### src/rtl/assert_macros.svh
// assertion macros shared by the allocator rtl
// no dependencies; included by files that carry concurrent checks
`ifndef ASSERT_MACROS_SVH
`define ASSERT_MACROS_SVH
`ifndef SYNTHESIS
// check sampled on the rising clock, ignored while reset is asserted
`define GHA_ASSERT(lbl, clk, rstn, prop, msg) \
  lbl: assert property (@(posedge clk) disable iff (!rstn) prop) else $error(msg);
// check sampled on the rising clock, live during reset too
`define GHA_ASSERT_ALWAYS(lbl, clk, prop, msg) \
  lbl: assert property (@(posedge clk) prop) else $error(msg);
`else
`define GHA_ASSERT(lbl, clk, rstn, prop, msg)
`define GHA_ASSERT_ALWAYS(lbl, clk, prop, msg)
`endif
`endif

### src/rtl/gha_ram.sv
// generic single write port ram with one registered read port
// no dependencies; instanced by the allocator top level
`default_nettype none

module gha_ram #(
  parameter int WIDTH = 8,
  parameter int DEPTH = 16
) (
  input  logic                     clk,
  input  logic                     wr_en,
  input  logic [$clog2(DEPTH)-1:0] wr_addr,
  input  logic [WIDTH-1:0]         wr_data,
  input  logic [$clog2(DEPTH)-1:0] rd_addr,
  output logic [WIDTH-1:0]         rd_data
);

  logic [WIDTH-1:0] mem_r [DEPTH];
  logic [WIDTH-1:0] rd_data_r;

  always_ff @(posedge clk) begin
    if (wr_en) begin
      mem_r[wr_addr] <= wr_data;
    end
    rd_data_r <= mem_r[rd_addr];
  end

  assign rd_data = rd_data_r;

endmodule

`default_nettype wire

### config.mk
export PLATFORM = sky130hd
export DESIGN_NAME = gha_ram
export DESIGN_NICKNAME = d
export VERILOG_FILES = /design/src/rtl/assert_macros.svh /design/src/rtl/gha_ram.sv
export SDC_FILE = /design/constraint.sdc
export NUM_CORES = 1
export LEC_CHECK = 0
export BUFFER_PORTS_ARGS = -buffer_cell sky130_fd_sc_hd__buf_2
export CAP_MARGIN = 20
export CORE_MARGIN = 2
export CORE_UTILIZATION = 40
export CTS_CLUSTER_DIAMETER = 150
export DETAILED_ROUTE_END_ITERATION = 7
export PLACE_DENSITY_LB_ADDON = 0.25
export SLEW_MARGIN = 5
export SYNTH_ARGS = -nofsm -noshare
export SYNTH_HDL_FRONTEND = slang
export SYNTH_SLANG_ARGS = --single-unit
### constraint.sdc
create_clock -name clk -period 2.5 [get_ports clk]
set_clock_uncertainty 0.1 [all_clocks]
set_input_delay 0.25 -clock clk [delete_from_list [all_inputs] [get_ports clk]]
set_output_delay 0.25 -clock clk [all_outputs]
set_load 0.005 [all_outputs]
# Word-level counts from Yosys, hierarchy flattened
# Memories as Yosys holds them, arrays and structs flattened. A register that Yosys moved wholly into a read port is not among the register bits.
# Cells that the tools add are included.
# W data, S select, Z words.
# word_totals
mem_count	1
inputBits	18
out_inout_bits	8
register_bits	0
mem_bits_rw	128
word_cells	3
# op_classes
muxes	2
# mem_list
name	words	word_bits	rd	rd_ports_with_merged_regs	write_ports	line	rtl
mem_r	16	8	1	1	1	gha_ram.sv:17	logic [WIDTH-1:0] mem_r [DEPTH];
# ops
op	n
$mux W1	2

# Depth between registers and ports, before layout
# Gate-level depths: netlist of run 1.
# logic_depth
word_depth	2
ltp_mapped	5
mapped_depth_nobuf	3

# Worst setup path before layout of run 1
# OpenSTA, ideal clock, no wires.
# synth_path
path_type	input port to flip-flop
startpoint	in wr_addr[2]
endpoint	mem mem_r[0][0], enable pin
n_path_buf	0
slack_ns	0.657
cell_stages	2
t_arrival_ns	1.360
required_time_ns	2.017
setup_ns	0.383
cell_sequence	or3b_2 nor3_1
# synth_rtl
element	line	rtl
start: declaration	gha_ram.sv:11	input logic [$clog2(DEPTH)-1:0] wr_addr,
end: declaration	gha_ram.sv:17	
# Straight into the memory's write port.

==> report_table.html, run 1 <==
<table>
<tr><th>Metric</th><th>Value</th></tr>
<tr><th colspan="2">Critical path</th></tr>
<tr><td>Worst Path Required</td><td>between 2 and 3 ns</td></tr>
<tr><td>Largest delay contributor family on the critical path</td><td>multiplexers</td></tr>
<tr><td>Master of the slowest instance on the critical path</td><td>mux4_2</td></tr>
<tr><td>Buffers plus inverters on the worst setup path</td><td>0</td></tr>
<tr><td>Worst path max stage delay</td><td>0.47 ns</td></tr>
<tr><td>Critical path cell sequence</td><td>mux4_2 -&gt; a22oi_1 -&gt; nand2_1</td></tr>
<tr><td>Type of the setup path with the least slack</td><td>reg2reg</td></tr>
<tr><td>Critical path endpoint category</td><td>flip-flop</td></tr>
<tr><td>Worst Path Arrival</td><td>approximately 1.7 ns</td></tr>
<tr><td>Crit Path Max Fanout</td><td>1</td></tr>
<tr><td>Startpoint kind of the worst setup timing path</td><td>flip-flop</td></tr>
<tr><th colspan="2">Power and ir drop</th></tr>
<tr><td>Static Leak</td><td>around 2.1 nW</td></tr>
<tr><td>Largest vdd supply drop</td><td>approximately 0.00042 V</td></tr>
<tr><td>Pwr dens</td><td>902.7 mW/mm2</td></tr>
<tr><th colspan="2">Synth</th></tr>
<tr><td>Syn Area/Cell</td><td>between 20 and 25 um2</td></tr>
<tr><td>Synthesized flop and latch total</td><td>approximately 140</td></tr>
<tr><td>Net Count, Synth</td><td>about 250</td></tr>
<tr><td>Cell taking the most area after synthesis</td><td>edfxtp_1</td></tr>
<tr><td>Count of unique library cells instantiated by Yosys</td><td>19</td></tr>
<tr><td>Post-synth top area share</td><td>74.67%</td></tr>
<tr><td>Netlist Area Pre-Place</td><td>between 0.005 and 0.006 mm2</td></tr>
<tr><td>Syn Inst Count</td><td>roughly 230</td></tr>
<tr><td>Warnings, synthesis</td><td>0</td></tr>
<tr><td>Largest cells by area after synthesis</td><td>edfxtp_1, mux4_2, mux4_1</td></tr>
<tr><td>Part of the Yosys area used for sequential elements</td><td>between 70% and 80%</td></tr>
<tr><th colspan="2">Min path</th></tr>
<tr><td>Worst min path class</td><td>in2reg</td></tr>
<tr><th colspan="2">Finish</th></tr>
<tr><td>Filler cell count in the final layout</td><td>1023</td></tr>
<tr><td>P&amp;R area growth vs syn</td><td>21.10%</td></tr>
<tr><td>Diodes inserted</td><td>0</td></tr>
<tr><td>End-of-flow core utilization</td><td>approximately half</td></tr>
<tr><td>Ratio of cells with drive above 1 in the final layout</td><td>between 30% and 40%</td></tr>
<tr><td>Final design instance area without fill</td><td>slightly above 0.006 mm2</td></tr>
<tr><td>Final net count</td><td>300</td></tr>
<tr><th colspan="2">Global route</th></tr>
<tr><td>Global-route usage over all layers</td><td>roughly 16%</td></tr>
<tr><td>GRT overflow</td><td>0</td></tr>
<tr><td>Initial antenna violation count</td><td>0</td></tr>
<tr><td>Maximum number of pins on one net before global-route repair</td><td>33</td></tr>
<tr><td>Wire length of the first global-routing pass</td><td>approximately 15 mm</td></tr>
<tr><td>Via count of the first global-routing pass</td><td>around 2500</td></tr>
<tr><th colspan="2">Place</th></tr>
<tr><td>Final weighted congestion of routability-driven global placement</td><td>roughly 0.76</td></tr>
<tr><td>Number of input and output port buffers inserted</td><td>25</td></tr>
<tr><td>Cell area after placement</td><td>between 0.005 and 0.006 mm2</td></tr>
<tr><td>DP HPWL</td><td>about 6.5 mm</td></tr>
<tr><th colspan="2">Clock tree</th></tr>
<tr><td>Cts repair resizes</td><td>0</td></tr>
<tr><td>Clk sinks</td><td>between 100 and 150</td></tr>
<tr><td>Clock slew seen by the registers of the worst setup and hold paths</td><td>roughly 0.06 ns</td></tr>
<tr><td>Total clock buffers created by CTS</td><td>17</td></tr>
<tr><td>Hold-fix buffers, CTS</td><td>0</td></tr>
<tr><td>TritonCTS clock tree</td><td>yes</td></tr>
<tr><td>Maximum buffer depth of the clock tree</td><td>2</td></tr>
<tr><td>Worst skew pair latency</td><td>0.42 ns</td></tr>
<tr><td>Buffer count from post-CTS setup fixing</td><td>0</td></tr>
<tr><td>Clock Root Buffer</td><td>clkbuf_16</td></tr>
<tr><td>CTS H-Tree Depth</td><td>4</td></tr>
<tr><th colspan="2">Routing</th></tr>
<tr><td>Wire per inst</td><td>between 20 and 25 um</td></tr>
<tr><td>Avg Vias per Cell</td><td>5.195</td></tr>
<tr><td>Number of iterations in the first detailed-routing pass</td><td>4</td></tr>
<tr><td>Routed vias</td><td>around 2400</td></tr>
<tr><td>Detailed-route wire length</td><td>10.34 mm</td></tr>
<tr><td>Antenna viol nets, final</td><td>0</td></tr>
<tr><td>Detailed-route DRC error count</td><td>0</td></tr>
<tr><td>Iter 0 DRT Violations</td><td>about 140</td></tr>
<tr><th colspan="2">STA</th></tr>
<tr><td>Worst slew margin relative to its limit</td><td>a little under half</td></tr>
<tr><td>Post-Route Setup TNS</td><td>0 ns</td></tr>
<tr><td>Transition time at the pin with the least slew margin</td><td>just under 0.8 ns</td></tr>
<tr><td>Final hold viol count</td><td>0</td></tr>
<tr><td>Post-route minimum period</td><td>1.478 ns</td></tr>
<tr><td>Final worst-path cycle share</td><td>slightly below 60%</td></tr>
<tr><td>Setup repair after global routing missed its margin</td><td>no</td></tr>
<tr><td>Highest attainable clock frequency</td><td>between 0.6 and 0.7 GHz</td></tr>
<tr><td>Max Slew Vio Count</td><td>0</td></tr>
<tr><td>Final setup violating endpoints</td><td>0</td></tr>
<tr><td>Worst hold slack</td><td>between 0.1 and 0.15 ns</td></tr>
<tr><th colspan="2">Status</th></tr>
<tr><td>Outcome</td><td>finished, final reports clean</td></tr>
<tr><th colspan="2">Floorplan</th></tr>
<tr><td>Die boundary height</td><td>117.4 um</td></tr>
<tr><td>Row count</td><td>slightly above 40</td></tr>
<tr><td>Starting density of the core</td><td>between 40 and 50%</td></tr>
<tr><td>X dimension of the die</td><td>117.4 um</td></tr>
<tr><td>Ports placed on the boundary</td><td>26</td></tr>
<tr><td>Core area</td><td>0.01257 mm2</td></tr>
<tr><td>Die area</td><td>between 0.01 and 0.015 mm2</td></tr>
<tr><th colspan="2">Run</th></tr>
<tr><td>Max Cap Violations</td><td>0</td></tr>
</table>
## layout make-up
| class | instances | area, um2 | area share (%) |
|---|---|---|---|
| clock buffers | 19 | 452.9 | 7.266 |
| multi-input cells | 83 | 1057 | 16.96 |
| repair buffers | 44 | 280.3 | 4.496 |
| well taps | 172 | 215.2 | 3.452 |
| clock inverters | 13 | 224.0 | 3.593 |
| flip-flops and latches | 136 | 4004 | 64.23 |
## kinds of logic after synthesis
logic type	share of synthesized area, %
AND/OR/NAND/NOR	3.184
multiplexers	15.02
buffers and inverters	1.677
flip-flops	77.78
AO/OA/AOI/OAI	2.334
## cell usage after synthesis
master,number
nand3b_1,2
nor3_1,4
nor2_1,13
and2b_1,1
dfxtp_1,8
and2_1,1
nand2_1,9
nor2b_1,1
a22oi_1,16
nand3_1,1
buf_2,3
edfxtp_1,128
clkdlybuf4s25_2,3
nand2b_1,2
mux4_2,18
buf_6,3
or3b_2,1
mux4_1,14
buf_4,1
## layout by cell type (no fill, tap or decap), drive strengths merged, types with 4 or more instances in the layout
cell type / count
a22oi: 16
nor2: 13
clkinv: 6
buf: 44
mux4: 32
dfxtp: 8
nand2: 9
clkbuf: 19
edfxtp: 128
bufinv: 6
nor3: 4
## final timing paths
kind	cells after the start	startpoint	endpoint	slack [ns]
worst max-delay path	3	mem_r[10][0]	rd_data[0]	1.02
worst min-delay path	1	wr_data[2]	mem_r[13][2]	0.13
worst max register to register	3	mem_r[10][0]	rd_data[0]	1.02
worst min register to register	3	mem_r[13][5]	rd_data[5]	0.58
## registers in the layout (all words and copies together), names as in the netlist
name and flops:
rd_data 8, mem_r 128
## worst reg2reg max path, cell delays in order (launching register included)
cell,delay [ns]
edfxtp_1,0.38
mux4_2,0.47
a22oi_1,0.32
nand2_1,0.09
## through the flow
stage,total power [mW],instances,setup slack (ns)
6_report,5.627,467,1.022
3_5_place_dp,2.850,435,0.6519
2_1_floorplan,2.738,229,0.6571
5_1_grt,5.800,467,0.9538
3_3_place_gp,2.844,435,0.6619
4_1_cts,5.670,467,1.000
## power by group
part	internal [mW]	leakage [nW]	switching (mW)	total [mW]
Combinational	0.100	0.576	0.133	0.233
Clock	1.92	0.330	0.912	2.83
Sequential	2.55	1.22	0.0167	2.57
Total	4.57	2.13	1.06	5.63
## metal layers
metal / GRT usage [%] / up-vias / part of all wire (%)
met2: 25.00 / 65 / 50
met1: 21.36 / 1274 / 45
met4: 6.099 / 0 / 1.0
met3: 4.621 / 11 / 4.3
met5: 0 / - / 0
li1: - / 1076 / -
(Power assumes the default switching activity.)
==> inputs of run 2 (changes only) <==
==> constraint.sdc (replaced) <==
create_clock -name clk -period 1.4 [get_ports clk]
set_clock_uncertainty 0.1 [all_clocks]
set_input_delay 0.14 -clock clk [delete_from_list [all_inputs] [get_ports clk]]
set_output_delay 0.14 -clock clk [all_outputs]
set_load 0.005 [all_outputs]
==> run 2 against run 1 <==
Combinational power rose by 99%; sequential power increased by 78%; register-to-register slack lost 1.0 ns; critical endpoint is now rd_data[2]; largest cell class unchanged.
==> report_table.html, run 2 (synthesized netlist as in run 1, its figures left out) <==
<table>
<tr><th>Metric</th><th>Value</th></tr>
<tr><th colspan="2">Finish</th></tr>
<tr><td>Most frequent standard cell in the layout excluding fill and tap cells</td><td>edfxtp_1</td></tr>
<tr><td>P&amp;R area growth vs syn</td><td>23.80%</td></tr>
<tr><td>Final net count</td><td>312 (+4.0%)</td></tr>
<tr><td>Largest register FFs</td><td>128 (unchanged)</td></tr>
<tr><td>Ratio of cells with drive above 1 in the final layout</td><td>40.07% (+8.2 points)</td></tr>
<tr><td>Leading cell types in the layout, fill and taps excluded</td><td>edfxtp_1, buf_4, buf_2, mux4_2, clkbuf_16</td></tr>
<tr><td>Diodes inserted</td><td>0 (unchanged)</td></tr>
<tr><td>Reg with most FFs</td><td>mem_r</td></tr>
<tr><td>End-of-flow core utilization</td><td>50.70% (+1.1 points)</td></tr>
<tr><th colspan="2">STA</th></tr>
<tr><td>Setup WS post-layout</td><td>0.006476 ns (-1.016 ns)</td></tr>
<tr><td>Post-route minimum period</td><td>1.394 ns (-0.08448 ns)</td></tr>
<tr><td>Worst slew margin relative to its limit</td><td>43.43% (-4.3 points)</td></tr>
<tr><td>Setup repair after global routing missed its margin</td><td>yes</td></tr>
<tr><td>Final worst-path cycle share</td><td>99.54% (+40 points)</td></tr>
<tr><td>Transition time at the pin with the least slew margin</td><td>0.8468 ns (+0.06440 ns)</td></tr>
<tr><td>Max Slew Vio Count</td><td>0 (unchanged)</td></tr>
<tr><td>Post-Route Setup TNS</td><td>0 ns (unchanged)</td></tr>
<tr><td>Final setup violating endpoints</td><td>0 (unchanged)</td></tr>
<tr><td>Highest attainable clock frequency</td><td>0.7176 GHz (+6.1%)</td></tr>
<tr><td>Final hold viol count</td><td>0 (unchanged)</td></tr>
<tr><th colspan="2">Critical path</th></tr>
<tr><td>Largest delay contributor family on the critical path</td><td>multiplexers</td></tr>
<tr><td>Startpoint of the worst-slack reg-to-reg timing path</td><td>mem_r[1][2]</td></tr>
<tr><td>Launch point of the critical path</td><td>mem_r[1][2]</td></tr>
<tr><td>Buffers plus inverters on the worst setup path</td><td>0 (unchanged)</td></tr>
<tr><td>Critical path endpoint category</td><td>flip-flop</td></tr>
<tr><td>Worst path max stage delay</td><td>0.56 ns (+0.09 ns)</td></tr>
<tr><td>Crit Path Max Fanout</td><td>1 (unchanged)</td></tr>
<tr><td>Type of the setup path with the least slack</td><td>reg2reg</td></tr>
<tr><td>Worst Path Required</td><td>1.60 ns (-1.10 ns)</td></tr>
<tr><td>Worst Path Arrival</td><td>1.59 ns (-0.08 ns)</td></tr>
<tr><td>Worst-case reg-to-reg path depth</td><td>3 (unchanged)</td></tr>
<tr><td>Number of gates on the worst path with buffers counted</td><td>3 (unchanged)</td></tr>
<tr><td>Startpoint kind of the worst setup timing path</td><td>flip-flop</td></tr>
<tr><td>Master of the slowest instance on the critical path</td><td>mux4_1</td></tr>
<tr><td>Critical path cell sequence</td><td>mux4_1 -&gt; a22oi_1 -&gt; nand2_1</td></tr>
<tr><th colspan="2">Status</th></tr>
<tr><td>Outcome</td><td>finished, final reports clean</td></tr>
<tr><th colspan="2">Place</th></tr>
<tr><td>Worst setup slack before clock tree synthesis</td><td>-0.3076 ns (-0.9594 ns)</td></tr>
<tr><td>Number of input and output port buffers inserted</td><td>25 (unchanged)</td></tr>
<tr><td>Final weighted congestion of routability-driven global placement</td><td>0.7604 (-0.35%)</td></tr>
<tr><td>DP HPWL</td><td>6.665 mm (+2.5%)</td></tr>
<tr><th colspan="2">Routing</th></tr>
<tr><td>Detailed-route wire length</td><td>10.35 mm (about the same)</td></tr>
<tr><td>Avg Vias per Cell</td><td>5.200 (+0.11%)</td></tr>
<tr><td>Detailed-route DRC error count</td><td>0 (unchanged)</td></tr>
<tr><td>Antenna viol nets, final</td><td>0 (unchanged)</td></tr>
<tr><td>Wire per inst</td><td>21.60 um (-2.4%)</td></tr>
<tr><td>Iter 0 DRT Violations</td><td>308 (+120%)</td></tr>
<tr><td>Routed vias</td><td>2491 (+2.7%)</td></tr>
<tr><td>Number of iterations in the first detailed-routing pass</td><td>4 (unchanged)</td></tr>
<tr><th colspan="2">Run</th></tr>
<tr><td>Max Cap Violations</td><td>0 (unchanged)</td></tr>
<tr><th colspan="2">Global route</th></tr>
<tr><td>Via count of the first global-routing pass</td><td>2590 (+2.3%)</td></tr>
<tr><td>Wire length of the first global-routing pass</td><td>15.70 mm (+1.7%)</td></tr>
<tr><td>Maximum number of pins on one net before global-route repair</td><td>25 (-24%)</td></tr>
<tr><td>Initial antenna violation count</td><td>0 (unchanged)</td></tr>
<tr><td>Global-route usage over all layers</td><td>16.12% (+0.14 points)</td></tr>
<tr><td>GRT overflow</td><td>0 (unchanged)</td></tr>
<tr><th colspan="2">Power and ir drop</th></tr>
<tr><td>Internal portion of total power</td><td>8.141 mW (+78%)</td></tr>
<tr><td>Power spent charging and discharging nets</td><td>1.886 mW (+78%)</td></tr>
<tr><td>Total power after layout</td><td>10.03 mW (+78%)</td></tr>
<tr><td>Proportion of total power due to net switching</td><td>18.81% (-0.053 points)</td></tr>
<tr><td>Portion of total power attributed to sequential cells</td><td>45.7% (about the same)</td></tr>
<tr><td>Share of power burned in the clock network</td><td>49.7% (-0.5 points)</td></tr>
<tr><td>Pwr dens</td><td>1574 mW/mm2 (+74%)</td></tr>
<tr><td>Combinational Power Share</td><td>4.6% (+0.5 points)</td></tr>
<tr><td>Largest vdd supply drop</td><td>0.0007245 V (+71%)</td></tr>
<tr><td>Static Leak</td><td>2.178 nW (+2.2%)</td></tr>
<tr><th colspan="2">Floorplan</th></tr>
<tr><td>Core area</td><td>0.01257 mm2 (unchanged)</td></tr>
<tr><td>Die boundary height</td><td>117.4 um (unchanged)</td></tr>
<tr><td>Row count</td><td>41 (unchanged)</td></tr>
<tr><td>Ports placed on the boundary</td><td>26 (unchanged)</td></tr>
<tr><td>X dimension of the die</td><td>117.4 um (unchanged)</td></tr>
<tr><td>Starting density of the core</td><td>40.96% (unchanged)</td></tr>
<tr><td>Die area</td><td>0.01379 mm2 (unchanged)</td></tr>
<tr><th colspan="2">Clock tree</th></tr>
<tr><td>Buffer count from post-CTS setup fixing</td><td>0 (unchanged)</td></tr>
<tr><td>Maximum buffer depth of the clock tree</td><td>2 (unchanged)</td></tr>
<tr><td>Worst skew pair latency</td><td>0.41 ns (about the same)</td></tr>
<tr><td>Clock slew seen by the registers of the worst setup and hold paths</td><td>0.06 ns (about the same)</td></tr>
<tr><td>Clock Root Buffer</td><td>clkbuf_16</td></tr>
<tr><td>Clk sinks</td><td>136 (unchanged)</td></tr>
<tr><td>Hold-fix buffers, CTS</td><td>0 (unchanged)</td></tr>
<tr><td>CTS H-Tree Depth</td><td>4 (unchanged)</td></tr>
<tr><td>TritonCTS clock tree</td><td>yes</td></tr>
<tr><td>Total clock buffers created by CTS</td><td>17 (unchanged)</td></tr>
<tr><th colspan="2">Min path</th></tr>
<tr><td>WHS Path Cells</td><td>1 (unchanged)</td></tr>
<tr><td>Worst min path class</td><td>in2reg</td></tr>
<tr><td>Worst Min Path Start</td><td>wr_data[0]</td></tr>
</table>
## run 2: power groups by stage
stage | Combinational, mW | Clock, mW | Sequential (mW)
4_1_cts | 0.461 | 5.04 | 4.58
3_5_place_dp | 0.452 | 0 | 4.67
2_1_floorplan | 0.232 | 0 | 4.66
5_1_grt | 0.500 | 5.20 | 4.59
6_report | 0.464 | 4.98 | 4.58
3_3_place_gp | 0.445 | 0 | 4.66
## run 2: area by class of cell
type | count | area, um2
multi-input combinational | 83 | 1090
tap | 172 | 215.2
clock inverter | 13 | 225.2
fill | 1003 | 6196
sequential | 136 | 4004
timing repair buffer | 56 | 395.4
clock buffer | 19 | 442.9
## run 2: routing by layer
layer	track usage, %	part of all wire (%)	vias to the layer above
met4	7.078	2.2	0
met1	22.00	44	1297
met5	0	0	-
li1	-	-	1095
met2	24.27	48	84
met3	4.621	5.5	15
## run 2: what timing repair did
| item | in CTS | in global routing |
|---|---|---|
| setup endpoints to repair | 4 | 5 |
| pin swaps | 2 | 3 |
| gates resized for setup | 5 | 9 |
## run 2: through the flow
step	cell area, um2	instances	hold slack (ns)
after floorplan	5162	229	0.1389
after global placement	5687	447	0.4285
after detailed placement	5687	447	0.4245
after CTS	6371	479	0.002490
after global routing	6372	479	0.007780
final	6372	479	0.01314
## run 2: worst paths after layout
path,endpoint,slack [ns]
max,rd_data[2],0.006
min,mem_r[4][0],0.01
max reg2reg,rd_data[2],0.006
min reg2reg,rd_data[5],0.58
==> inputs of run 3 (changes only) <==
--- a/config.mk
+++ b/config.mk
@@ -5,7 +5,7 @@
 export SDC_FILE = /design/constraint.sdc
 export NUM_CORES = 1
 export LEC_CHECK = 0
-export BUFFER_PORTS_ARGS = -buffer_cell sky130_fd_sc_hd__buf_2
+export BUFFER_PORTS_ARGS = -buffer_cell sky130_fd_sc_hd__clkbuf_2
 export CAP_MARGIN = 20
 export CORE_MARGIN = 2
 export CORE_UTILIZATION = 40
==> run 3 against run 2 <==
Critical path depth unchanged; clock power decreased by 3%; register-to-register slack improved by 0.03 ns; combinational power increased by 3%; wire length decreased by 4.5%; worst setup slack improved by 0.032 ns; critical endpoint is now rd_data[3]; via count decreased by 1.1%; non-clock buffer count increased by 7; core utilization increased by 0.19 points.
==> report_table.html, run 3 (synthesized netlist as in run 1, its figures left out) <==
<table>
<tr><th>Metric</th><th>Value</th></tr>
<tr><th colspan="2">Floorplan</th></tr>
<tr><td>X dimension of the die</td><td>117.4 um (unchanged)</td></tr>
<tr><td>Core area</td><td>0.01257 mm2 (unchanged)</td></tr>
<tr><td>Die boundary height</td><td>117.4 um (unchanged)</td></tr>
<tr><td>Die area</td><td>0.01379 mm2 (unchanged)</td></tr>
<tr><td>Ports placed on the boundary</td><td>26 (unchanged)</td></tr>
<tr><td>Starting density of the core</td><td>40.96% (unchanged)</td></tr>
<tr><td>Row count</td><td>41 (unchanged)</td></tr>
<tr><th colspan="2">STA</th></tr>
<tr><td>Final hold viol count</td><td>0 (unchanged)</td></tr>
<tr><td>Worst slew margin relative to its limit</td><td>40.15% (-3.3 points)</td></tr>
<tr><td>Final worst-path cycle share</td><td>97.26% (-2.3 points)</td></tr>
<tr><td>Worst hold slack</td><td>0.04697 ns (+0.03382 ns)</td></tr>
<tr><td>Post-route minimum period</td><td>1.362 ns (-0.03193 ns)</td></tr>
<tr><td>Post-Route Setup TNS</td><td>0 ns (unchanged)</td></tr>
<tr><td>Final setup violating endpoints</td><td>0 (unchanged)</td></tr>
<tr><td>Setup repair after global routing missed its margin</td><td>yes</td></tr>
<tr><td>Max Slew Vio Count</td><td>0 (unchanged)</td></tr>
<tr><td>Highest attainable clock frequency</td><td>0.7344 GHz (+2.3%)</td></tr>
<tr><td>Transition time at the pin with the least slew margin</td><td>0.8944 ns (+0.04763 ns)</td></tr>
<tr><th colspan="2">Finish</th></tr>
<tr><td>Multi-input combinational cell area</td><td>0.001077 mm2 (-1.1%)</td></tr>
<tr><td>Ratio of cells with drive above 1 in the final layout</td><td>44.27% (+4.2 points)</td></tr>
<tr><td>Diodes inserted</td><td>0 (unchanged)</td></tr>
<tr><td>P&amp;R area growth vs syn</td><td>24.26%</td></tr>
<tr><td>Final instance count without filler cells</td><td>486 (+1.5%)</td></tr>
<tr><td>Reg with most FFs</td><td>mem_r</td></tr>
<tr><td>Register area</td><td>0.004004 mm2 (unchanged)</td></tr>
<tr><td>Filler cell count in the final layout</td><td>990 (-1.3%)</td></tr>
<tr><td>Leading cell types in the layout, fill and taps excluded</td><td>edfxtp_1, buf_4, mux4_2, clkbuf_2, clkbuf_16</td></tr>
<tr><td>Most frequent standard cell in the layout excluding fill and tap cells</td><td>edfxtp_1</td></tr>
<tr><td>Largest register FFs</td><td>128 (unchanged)</td></tr>
<tr><td>Final net count</td><td>319 (+2.2%)</td></tr>
<tr><th colspan="2">Global route</th></tr>
<tr><td>Global-route usage over all layers</td><td>15.05% (-1.1 points)</td></tr>
<tr><td>Maximum number of pins on one net before global-route repair</td><td>23 (-8.0%)</td></tr>
<tr><td>Initial antenna violation count</td><td>0 (unchanged)</td></tr>
<tr><td>Via count of the first global-routing pass</td><td>2587 (-0.12%)</td></tr>
<tr><td>GRT overflow</td><td>0 (unchanged)</td></tr>
<tr><td>Wire length of the first global-routing pass</td><td>15.08 mm (-4.0%)</td></tr>
<tr><th colspan="2">Routing</th></tr>
<tr><td>Wire per inst</td><td>20.34 um (-5.8%)</td></tr>
<tr><td>Antenna viol nets, final</td><td>0 (unchanged)</td></tr>
<tr><td>Detailed-route wire length</td><td>9.883 mm (-4.5%)</td></tr>
<tr><td>Iter 0 DRT Violations</td><td>183 (-41%)</td></tr>
<tr><td>Routed vias</td><td>2463 (-1.1%)</td></tr>
<tr><td>Avg Vias per Cell</td><td>5.068 (-2.5%)</td></tr>
<tr><td>Detailed-route DRC error count</td><td>0 (unchanged)</td></tr>
<tr><td>Number of iterations in the first detailed-routing pass</td><td>4 (unchanged)</td></tr>
<tr><th colspan="2">Place</th></tr>
<tr><td>Final weighted congestion of routability-driven global placement</td><td>0.7426 (-2.3%)</td></tr>
<tr><td>Cell Count Post-Placement</td><td>454 (+1.6%)</td></tr>
<tr><td>DP HPWL</td><td>6.519 mm (-2.2%)</td></tr>
<tr><td>Number of input and output port buffers inserted</td><td>25 (unchanged)</td></tr>
<tr><th colspan="2">Clock tree</th></tr>
<tr><td>Clock slew seen by the registers of the worst setup and hold paths</td><td>0.06 ns (about the same)</td></tr>
<tr><td>CTS H-Tree Depth</td><td>4 (unchanged)</td></tr>
<tr><td>Maximum buffer depth of the clock tree</td><td>2 (unchanged)</td></tr>
<tr><td>Clk sinks</td><td>136 (unchanged)</td></tr>
<tr><td>Buffer count from post-CTS setup fixing</td><td>0 (unchanged)</td></tr>
<tr><td>TritonCTS clock tree</td><td>yes</td></tr>
<tr><td>Clock Root Buffer</td><td>clkbuf_16</td></tr>
<tr><td>Worst skew pair latency</td><td>0.41 ns (about the same)</td></tr>
<tr><td>Total clock buffers created by CTS</td><td>17 (unchanged)</td></tr>
<tr><th colspan="2">Critical path</th></tr>
<tr><td>Startpoint kind of the worst setup timing path</td><td>flip-flop</td></tr>
<tr><td>Type of the setup path with the least slack</td><td>reg2reg</td></tr>
<tr><td>Crit Path Max Fanout</td><td>1 (unchanged)</td></tr>
<tr><td>Worst Path Required</td><td>1.59 ns (about the same)</td></tr>
<tr><td>Register-to-Register Setup Slack</td><td>0.04 ns (+0.03 ns)</td></tr>
<tr><td>Worst Path Arrival</td><td>1.56 ns (-0.03 ns)</td></tr>
<tr><td>Critical path endpoint category</td><td>flip-flop</td></tr>
<tr><th colspan="2">Run</th></tr>
<tr><td>Max Cap Violations</td><td>0 (unchanged)</td></tr>
<tr><th colspan="2">Min path</th></tr>
<tr><td>Worst min path class</td><td>in2reg</td></tr>
<tr><th colspan="2">Status</th></tr>
<tr><td>Outcome</td><td>finished, final reports clean</td></tr>
<tr><th colspan="2">Power and ir drop</th></tr>
<tr><td>Largest vdd supply drop</td><td>0.0008567 V (+18%)</td></tr>
<tr><td>Static Leak</td><td>2.175 nW (-0.13%)</td></tr>
<tr><td>Pwr dens</td><td>1544 mW/mm2 (-1.9%)</td></tr>
</table>
run 3: cell types whose count changed in the layout (fill, tap and decap cells not counted), sizes merged:
cell	delta
buf	-18
clkbuf	+23
inv	+1
bufinv	-1
clkinvlp	+2
run 3: report_power, final:
group	switching [mW]	total, mW	internal [mW]
logic	0.253	0.477	0.224
clock network	1.65	4.82	3.16
registers	0.0293	4.58	4.55
total	1.94	9.88	7.94
run 3: worst max-delay path, stage by stage (launching register included):
cell and delay (ns):
edfxtp_1 0.37, mux4_2 0.47, a22oi_2 0.23, nand2_1 0.08
run 3: what timing repair did:
item / in CTS / in global routing
pin swaps: 3 / 5
endpoints found under the setup margin: 5 / 8
hold buffers: 0 / 0
hold endpoints to repair: 0 / 0
gates resized for setup: 7 / 15
run 3: final cells by class:
type	instances	share of cell area (%)
sequential	136	62.60
tap	172	3.365
multi-input combinational	83	16.84
clock inverter	15	3.541
clock buffer	17	6.651
timing repair buffer	63	7.003
run 3: stage by stage:
| stage | area [um2] | utilization, % | setup slack (ns) | power, mW |
|---|---|---|---|---|
| floorplan | 5162 | - | -0.1061 | 4.890 |
| global placement | 5739 | 45.66 | -0.2836 | 5.114 |
| detailed placement | 5739 | 45.66 | -0.2817 | 5.124 |
| CTS | 6409 | 50.99 | 0.002953 | 9.940 |
| global route | 6396 | 50.89 | -0.02171 | 10.17 |
| finish | 6396 | 50.89 | 0.03840 | 9.877 |
run 3: final timing paths:
kind                  to          from  depth (start not counted)
max           rd_data[3]   mem_r[0][3]                          3
min          mem_r[8][2]    wr_data[2]                          1
max reg2reg   rd_data[3]   mem_r[0][3]                          3
min reg2reg   rd_data[6]  mem_r[14][6]                          3
run 3: per-layer routing:
layer	wire length, um	up-vias	share of wire, %	GRT usage, %
li1	-	1105	-	-
met1	4467	1271	45	20.22
met2	4719	71	48	23.28
met3	506	16	5.1	4.280
met4	191	0	1.9	6.175
met5	0	-	0	0
